$ cat src/otb_pkg.sv
// ----------------------------------------------------------------------------
// otb_pkg
// Shared constants, codes and types of the Otsu threshold binariser.
// ----------------------------------------------------------------------------
package otb_pkg;

  localparam int unsigned LEVELS_DEF     = 256;
  localparam int unsigned COUNT_BITS_DEF = 24;

  // command codes
  localparam logic [1:0] CMD_ADD      = 2'd0;
  localparam logic [1:0] CMD_COMPUTE  = 2'd1;
  localparam logic [1:0] CMD_CLASSIFY = 2'd2;

  // result kinds
  localparam logic KIND_THRESHOLD = 1'b0;
  localparam logic KIND_PIXEL     = 1'b1;

  localparam logic [7:0] PIX_WHITE = 8'd255;
  localparam logic [7:0] PIX_BLACK = 8'd0;

  // histogram status towards the control logic
  typedef struct packed {
    logic clr_busy;     // clearing pass after reset in progress
    logic add_pending;  // bin increment still to be written back
  } otb_hist_stat_t;

endpackage

$ cat src/otb_mul.sv
// ----------------------------------------------------------------------------
// otb_mul
// Shift-and-add multiplier, one multiplier bit per cycle, early finish.
// ----------------------------------------------------------------------------
module otb_mul
  import otb_pkg::*;
#(
  parameter int unsigned LW = 160,
  parameter int unsigned MB = 56
) (
  input  logic          clk_i,
  input  logic          rst_ni,
  input  logic          start_i,
  input  logic [LW-1:0] a_i,
  input  logic [MB-1:0] b_i,
  output logic          done_o,
  output logic [LW-1:0] p_o
);

  logic          busy_q;
  logic [LW-1:0] a_q;
  logic [MB-1:0] b_q;
  logic [LW-1:0] acc_q;

  assign done_o = busy_q && (b_q == '0);
  assign p_o    = acc_q;

  always_ff @(posedge clk_i or negedge rst_ni) begin
    if (!rst_ni) begin
      busy_q <= 1'b0;
    end else if (start_i) begin
      busy_q <= 1'b1;
    end else if (done_o) begin
      busy_q <= 1'b0;
    end
  end

  always_ff @(posedge clk_i) begin
    if (start_i) begin
      a_q   <= a_i;
      b_q   <= b_i;
      acc_q <= '0;
    end else if (busy_q && b_q != '0) begin
      if (b_q[0]) begin
        acc_q <= acc_q + a_q;
      end
      a_q <= a_q << 1;
      b_q <= b_q >> 1;
    end
  end

endmodule

$ cat src/otb_scan.sv
// ----------------------------------------------------------------------------
// otb_scan
// Threshold sequencer: walks the bins, rates each split by exact integer
// between-class variance and keeps the first strict maximum.
// ----------------------------------------------------------------------------
module otb_scan
  import otb_pkg::*;
#(
  parameter int unsigned LEVELS     = LEVELS_DEF,
  parameter int unsigned COUNT_BITS = COUNT_BITS_DEF,
  localparam int unsigned LB        = $clog2(LEVELS),
  localparam int unsigned CB        = COUNT_BITS,
  localparam int unsigned SB        = CB + LB,
  localparam int unsigned P         = SB + CB,
  localparam int unsigned LW        = 2 * P + 2 * CB
) (
  input  logic          clk_i,
  input  logic          rst_ni,
  input  logic          start_i,
  input  logic [CB-1:0] total_i,
  input  logic [SB-1:0] sum_i,
  output logic          rd_o,
  output logic [LB-1:0] rd_addr_o,
  input  logic [CB-1:0] rd_data_i,
  output logic          busy_o,
  output logic          done_o,
  output logic [LB-1:0] thr_o
);

  localparam logic [2:0] ST_IDLE   = 3'd0;
  localparam logic [2:0] ST_RD     = 3'd1;
  localparam logic [2:0] ST_ACC    = 3'd2;
  localparam logic [2:0] ST_CHK    = 3'd3;
  localparam logic [2:0] ST_LAUNCH = 3'd4;
  localparam logic [2:0] ST_MUL    = 3'd5;
  localparam logic [2:0] ST_CMP    = 3'd6;
  localparam logic [2:0] ST_NEXT   = 3'd7;

  localparam logic [2:0] OP_P1  = 3'd0;  // S1 * W
  localparam logic [2:0] OP_P2  = 3'd1;  // S * w1
  localparam logic [2:0] OP_NUM = 3'd2;  // d * d
  localparam logic [2:0] OP_DEN = 3'd3;  // w1 * w2
  localparam logic [2:0] OP_LHS = 3'd4;  // num * best_den
  localparam logic [2:0] OP_RHS = 3'd5;  // best_num * den

  logic [2:0]      state_q, state_d;
  logic [2:0]      op_q, op_d;
  logic [LB-1:0]   t_q, t_d;
  logic [CB-1:0]   w1_q, w1_d;
  logic [SB-1:0]   s1_q, s1_d;
  logic [P-1:0]    p1_q, p1_d, p2_q, p2_d;
  logic [2*P-1:0]  num_q, num_d, bnum_q, bnum_d;
  logic [2*CB-1:0] den_q, den_d, bden_q, bden_d;
  logic [LW-1:0]   lhs_q, lhs_d;
  logic [LB-1:0]   best_q, best_d;

  logic [CB-1:0]   w2;
  logic [P-1:0]    dif;
  logic            mul_start, mul_done;
  logic [LW-1:0]   mul_a, mul_p;
  logic [P-1:0]    mul_b;

  assign w2  = total_i - w1_q;
  assign dif = (p1_q >= p2_q) ? (p1_q - p2_q) : (p2_q - p1_q);

  always_comb begin
    unique case (op_q)
      OP_P1:   begin mul_a = LW'(s1_q);   mul_b = P'(total_i); end
      OP_P2:   begin mul_a = LW'(sum_i);  mul_b = P'(w1_q);    end
      OP_NUM:  begin mul_a = LW'(dif);    mul_b = dif;         end
      OP_DEN:  begin mul_a = LW'(w1_q);   mul_b = P'(w2);      end
      OP_LHS:  begin mul_a = LW'(num_q);  mul_b = P'(bden_q);  end
      OP_RHS:  begin mul_a = LW'(bnum_q); mul_b = P'(den_q);   end
      default: begin mul_a = '0;          mul_b = '0;          end
    endcase
  end

  assign mul_start = (state_q == ST_LAUNCH);

  otb_mul #(.LW(LW), .MB(P)) u_mul (
    .clk_i   (clk_i),
    .rst_ni  (rst_ni),
    .start_i (mul_start),
    .a_i     (mul_a),
    .b_i     (mul_b),
    .done_o  (mul_done),
    .p_o     (mul_p)
  );

  always_comb begin
    state_d = state_q;
    op_d    = op_q;
    t_d     = t_q;
    w1_d    = w1_q;
    s1_d    = s1_q;
    p1_d    = p1_q;
    p2_d    = p2_q;
    num_d   = num_q;
    den_d   = den_q;
    lhs_d   = lhs_q;
    bnum_d  = bnum_q;
    bden_d  = bden_q;
    best_d  = best_q;
    unique case (state_q)
      ST_IDLE: begin
        if (start_i) begin
          t_d     = '0;
          w1_d    = '0;
          s1_d    = '0;
          bnum_d  = '0;
          bden_d  = (2*CB)'(1);
          best_d  = '0;
          state_d = ST_RD;
        end
      end
      ST_RD: state_d = ST_ACC;
      ST_ACC: begin
        w1_d    = w1_q + rd_data_i;
        s1_d    = s1_q + SB'(t_q) * SB'(rd_data_i);
        state_d = ST_CHK;
      end
      ST_CHK: begin
        // an empty class rates zero and never wins
        if (w1_q == '0 || w2 == '0) begin
          state_d = ST_NEXT;
        end else begin
          op_d    = OP_P1;
          state_d = ST_LAUNCH;
        end
      end
      ST_LAUNCH: state_d = ST_MUL;
      ST_MUL: begin
        if (mul_done) begin
          unique case (op_q)
            OP_P1:   p1_d  = P'(mul_p);
            OP_P2:   p2_d  = P'(mul_p);
            OP_NUM:  num_d = (2*P)'(mul_p);
            OP_DEN:  den_d = (2*CB)'(mul_p);
            OP_LHS:  lhs_d = mul_p;
            default: ;
          endcase
          if (op_q == OP_RHS) begin
            state_d = ST_CMP;
          end else begin
            op_d    = op_q + 3'd1;
            state_d = ST_LAUNCH;
          end
        end
      end
      ST_CMP: begin
        if (lhs_q > mul_p) begin
          bnum_d = num_q;
          bden_d = den_q;
          best_d = t_q;
        end
        state_d = ST_NEXT;
      end
      ST_NEXT: begin
        if (t_q == LB'(LEVELS - 1)) begin
          state_d = ST_IDLE;
        end else begin
          t_d     = t_q + LB'(1);
          state_d = ST_RD;
        end
      end
      default: state_d = ST_IDLE;
    endcase
  end

  always_ff @(posedge clk_i or negedge rst_ni) begin
    if (!rst_ni) begin
      state_q <= ST_IDLE;
      op_q    <= OP_P1;
      t_q     <= '0;
    end else begin
      state_q <= state_d;
      op_q    <= op_d;
      t_q     <= t_d;
    end
  end

  always_ff @(posedge clk_i) begin
    w1_q   <= w1_d;
    s1_q   <= s1_d;
    p1_q   <= p1_d;
    p2_q   <= p2_d;
    num_q  <= num_d;
    den_q  <= den_d;
    lhs_q  <= lhs_d;
    bnum_q <= bnum_d;
    bden_q <= bden_d;
    best_q <= best_d;
  end

  assign rd_o      = (state_q == ST_RD);
  assign rd_addr_o = t_q;
  assign busy_o    = (state_q != ST_IDLE);
  assign done_o    = (state_q == ST_NEXT) && (t_q == LB'(LEVELS - 1));
  assign thr_o     = best_d;

endmodule

$ cat config.mk
export PLATFORM = sky130hd
export DESIGN_NAME = otb_scan
export DESIGN_NICKNAME = d
export VERILOG_FILES = /design/src/otb_pkg.sv /design/src/otb_mul.sv /design/src/otb_scan.sv
export SDC_FILE = /design/constraint.sdc
export NUM_CORES = 2
export LEC_CHECK = 0
export BUFFER_PORTS_ARGS = -buffer_cell sky130_fd_sc_hd__buf_2
export CORE_ASPECT_RATIO = 0.7
export CORE_UTILIZATION = 50
export DETAILED_ROUTE_END_ITERATION = 8
export PLACE_DENSITY = 0.76
export SETUP_SLACK_MARGIN = 0.05
export SYNTH_ARGS = -nofsm -noshare
export SYNTH_HDL_FRONTEND = slang
export SYNTH_HIERARCHICAL = 1
export SYNTH_SLANG_ARGS = --single-unit
$ cat constraint.sdc
create_clock -name clk_i -period 10 [get_ports clk_i]
set_clock_uncertainty 0.2 [all_clocks]
set_input_delay 0.5 -clock clk_i [delete_from_list [all_inputs] [get_ports clk_i]]
set_output_delay 0.5 -clock clk_i [all_outputs]
set_load 0.1 [all_outputs]
==> results list <==
- Least-Margin Pin Slew: 1.32 ns
- For this run, the detailed router's first-pass iteration total came to 7.
- Count of endpoints failing hold in the final timing report: 0
- After synthesis, the share of flip-flops with an asynchronous set or reset is 1.43%.
- Post-layout nets: 7,802
- For this design, the sink count on the clock tree is 1,047.
* Post-Synthesis Cells: 7,033
* Skew-Pair Late Insertion Delay: 0.76 ns
* Required time of the critical path: 10.27 ns
- Number of warning messages in the yosys log: 6
- Fraction of layout cells with a size suffix above 1: 9.37%
- Worst hold-check path type: in -> async
- Leakage power: 31.5 nW
- Setup repair after global routing left no endpoint under its margin.
* Maximum operating frequency: 146 MHz
- Routed WL per cell: 24.1 microns
* Clock Tree Root: sky130_fd_sc_hd__clkbuf_16
- Number of pins with negative max-slew slack in the final report: 0
- For this run, the leading register cell type out of synthesis is sky130_fd_sc_hd__edfxtp_1.
- The initial utilization of the core area, before any placement, comes to 50.8%.
- Placeable core area: 139,000 sq um
- The final critical path takes up 68.3% of the cycle.
- In the final layout, the multi-input gates occupy 37,300 sq um.
- For the worst setup path, the data arrival time is 7.10 ns.
- In this run the cell area of the synthesized design comes to 70,600 sq um.
* Num CTS Buffers: 105
- Crit path max fanout: 29
- Vias in the first global route: 53.0k
- For this run, the register share of the synthesized area comes to 42.0%.
- Final-layout fill cell count: 12.0k
- Summed over its instances, the top area cell type makes up 36.7% of the synthesized netlist area.
* Power Dens Cells: 320 nW/um^2
- Maximum resistive drop on vdd: 0.200 mV
* Result of the run: completed
- Across every metal layer, demand over resource in global routing totals 29.8%.
- Worst setup path class: reg -> reg
* Clock transition at the registers of the reported paths: 0.07 ns
* Critical path launch point type: register
- Maximum number of pins on one net before global-route repair: 170
* Most frequent cells in the layout: sky130_fd_sc_hd__edfxtp_1 (864), sky130_fd_sc_hd__nand2_1 (670), sky130_fd_sc_hd__inv_1 (630)
- The synthesized design contains 864 enable-type register cells.
- Across all setup checks in the final design, the least slack found is 3.17 ns.
- In this run the number of H-tree levels came out at 3.
- The first global-routing pass estimated 328 mm of wire.
- I/O Pins: 102
- The longest clock path from root to sink contains 3 buffers.
- Summed over all failing endpoints, the final setup total negative slack is 0 ns.
- Post-detailed-route DRC marker count: 0
- Headroom to the max-slew limit came out at 11.2%.
- Routed wire length: 216 mm
- Area enclosed by the die boundary: 143,000 sq um
- Number of distinct library cells after synthesis: 119
- Gates resized during post-CTS repair numbered 0.
- Worst setup slack before clock tree synthesis: 3.38 ns
- Count of final setup violators: 0
- Across the run, the number of max-cap violations was 0.
- For this block, the via count after detailed routing is 56.6k.
- Counting flops and latches in the post-synthesis netlist gives 1,047.
- Layout overhead on the synthesized area: 8.07%
- Register-to-Register Path Depth: 18
* Number of cell rows: 114
- Antenna violations before repair: 4
- STA classifies the critical path endpoint as a register.
- At the end of routability-driven placement, the weighted congestion stood at 1.01.
- The synthesized design spends more area on one cell type than any other, namely sky130_fd_sc_hd__edfxtp_1.
* Die extent in x: 451 microns
* Top area cells in the synthesized netlist: sky130_fd_sc_hd__edfxtp_1 (37%), sky130_fd_sc_hd__ha_1 (9.4%), sky130_fd_sc_hd__dfxtp_1 (4.8%)
- Leading cell type in the layout, fill and taps excluded: sky130_fd_sc_hd__edfxtp_1
- The average instance in the mapped netlist occupies 10.0 sq um.
- After the first detailed-routing iteration, the DRC count stood at 7,570.
* DR vias/cell: 6.31
- Fin crit period: 6.83 ns
- Buffers placed on the I/O ports in this run total 101.
- Congestion Overflow GR: 0
* Detailed Place HPWL: 160 mm
* Clock tree from TritonCTS: built
- Sequential cell area: 29,700 sq um
- Die extent in y: 316 microns
* Post-route ant nets: 0
## registers in the layout (all words and copies together), names as in the netlist
signal	cells
u_mul/a_q	160
num_q	112
bnum_q	112
p1_q	56
u_mul/p_o	160
rd_addr_o	8
best_q	8
bden_q	48
w1_q	24
u_mul/b_q	56
den_q	48
state_q	3
p2_q	56
u_mul/busy_q	1
op_q	3
lhs_q	160
s1_q	32
## worst max-delay path, stage by stage (launching register included)
cell and delay (ns):
sky130_fd_sc_hd__dfrtp_1 0.79, sky130_fd_sc_hd__and2_1 0.35, sky130_fd_sc_hd__fa_1 0.39, sky130_fd_sc_hd__fa_1 0.54
sky130_fd_sc_hd__inv_1 0.05, sky130_fd_sc_hd__fa_1 0.48, sky130_fd_sc_hd__fa_1 0.55, sky130_fd_sc_hd__inv_1 0.05
sky130_fd_sc_hd__ha_1 0.34, sky130_fd_sc_hd__o21ai_0 0.15, sky130_fd_sc_hd__a21oi_1 0.44, sky130_fd_sc_hd__o2111ai_1 0.38
sky130_fd_sc_hd__a211oi_1 0.61, sky130_fd_sc_hd__o2111ai_1 0.37, sky130_fd_sc_hd__a21oi_1 0.23, sky130_fd_sc_hd__o21ai_0 0.18
sky130_fd_sc_hd__o211ai_1 0.24, sky130_fd_sc_hd__xnor2_1 0.14, sky130_fd_sc_hd__nor2_1 0.05
## Yosys cell counts, types with 33 or more instances
library cell,instances
sky130_fd_sc_hd__nor2_1,320
sky130_fd_sc_hd__a31oi_1,42
sky130_fd_sc_hd__a211oi_1,39
sky130_fd_sc_hd__a222oi_1,34
sky130_fd_sc_hd__o21bai_1,97
sky130_fd_sc_hd__a221o_1,37
sky130_fd_sc_hd__nor3_1,84
sky130_fd_sc_hd__o21ai_0,315
sky130_fd_sc_hd__nand2b_1,35
sky130_fd_sc_hd__nand3_1,83
sky130_fd_sc_hd__ha_1,533
sky130_fd_sc_hd__mux2_2,238
sky130_fd_sc_hd__a22o_1,69
sky130_fd_sc_hd__nor2b_1,39
sky130_fd_sc_hd__a21o_1,232
sky130_fd_sc_hd__edfxtp_1,864
sky130_fd_sc_hd__or3_1,35
sky130_fd_sc_hd__inv_1,630
sky130_fd_sc_hd__o21a_1,54
sky130_fd_sc_hd__dfxtp_1,168
sky130_fd_sc_hd__xnor2_1,157
sky130_fd_sc_hd__clkbuf_1,228
sky130_fd_sc_hd__xor2_1,84
sky130_fd_sc_hd__buf_2,47
sky130_fd_sc_hd__a21oi_1,623
sky130_fd_sc_hd__o211ai_1,50
sky130_fd_sc_hd__and2_1,316
sky130_fd_sc_hd__and3_1,33
sky130_fd_sc_hd__nor4_1,55
sky130_fd_sc_hd__a22oi_1,64
sky130_fd_sc_hd__nand4_1,158
sky130_fd_sc_hd__nand2_1,672
sky130_fd_sc_hd__fa_1,167
## kinds of logic (layout without fill, tap and decap cells)
kind of cell | Yosys count | count (layout) | share of synthesized area (%)
compound gates | 1886 | 1886 | 17.5
xor+xnor | 241 | 241 | 2.99
mux | 265 | 265 | 4.18
simple gates | 1930 | 1930 | 13.6
flops | 1047 | 1047 | 42.0
fa+ha+maj | 700 | 700 | 14.2
buf+inv | 963 | 993 | 5.49
other cells | 1 | 52 | 0.00531
## layout make-up
class | instances | area share (%)
diodes | 4 | 0.0131
clock inverters | 64 | 0.953
well taps | 1856 | 3.04
repair buffers | 164 | 1.34
clock buffers | 134 | 3.71
inverters | 631 | 3.10
flip-flops and latches | 1047 | 38.9
multi-input cells | 5070 | 48.9
## timing repair
action,4_1_cts,5_1_grt
hold buffers,3,0
setup buffers,0,0
endpoints found under the hold margin,18,0
## worst paths after layout
path,slack [ns],startpoint,endpoint
setup / recovery,3.17,rd_addr_o[2],s1_q[31]
hold / removal,0.05,rst_ni,rd_addr_o[7]
setup reg to reg,3.17,rd_addr_o[2],s1_q[31]
hold reg to reg,0.26,best_q[2],best_q[2]
max in group asynchronous,9.22,rst_ni,op_q[2]
min in group clk_i,0.05,total_i[12],u_mul/b_q[12]
## metrics by stage
stage	std cells	area (sq um)	utilization [%]	hold WS, ns	power (mW)
2_1_floorplan	7080	70800	-	0.00441	16.4
3_3_place_gp	8765	72700	52.3	0.233	19.5
3_5_place_dp	8765	72700	52.3	0.245	19.9
4_1_cts	8966	76300	54.9	0.00279	24.1
5_1_grt	8969	76300	54.9	0.0441	26.0
6_report	8970	76300	54.9	0.0494	24.4
## metal layers
layer	vias up	wire [microns]	share of wire (%)	track usage [%]
met5	-	9	0.0042	0
met4	2	3150	1.5	5.28
met3	234	28000	13	8.60
met2	3055	84500	39	39.9
met1	27800	100000	46	47.0
li1	25400	-	-	-
## report_power, final
| group | internal [mW] | switching, mW | leakage (nW) |
|---|---|---|---|
| Sequential | 6.27 | 1.16 | 9.98 |
| Combinational | 4.80 | 8.02 | 19.8 |
| Clock | 2.33 | 1.86 | 1.71 |
| Total | 13.4 | 11.0 | 31.5 |
No activity file was read; power rests on OpenSTA's default activity.
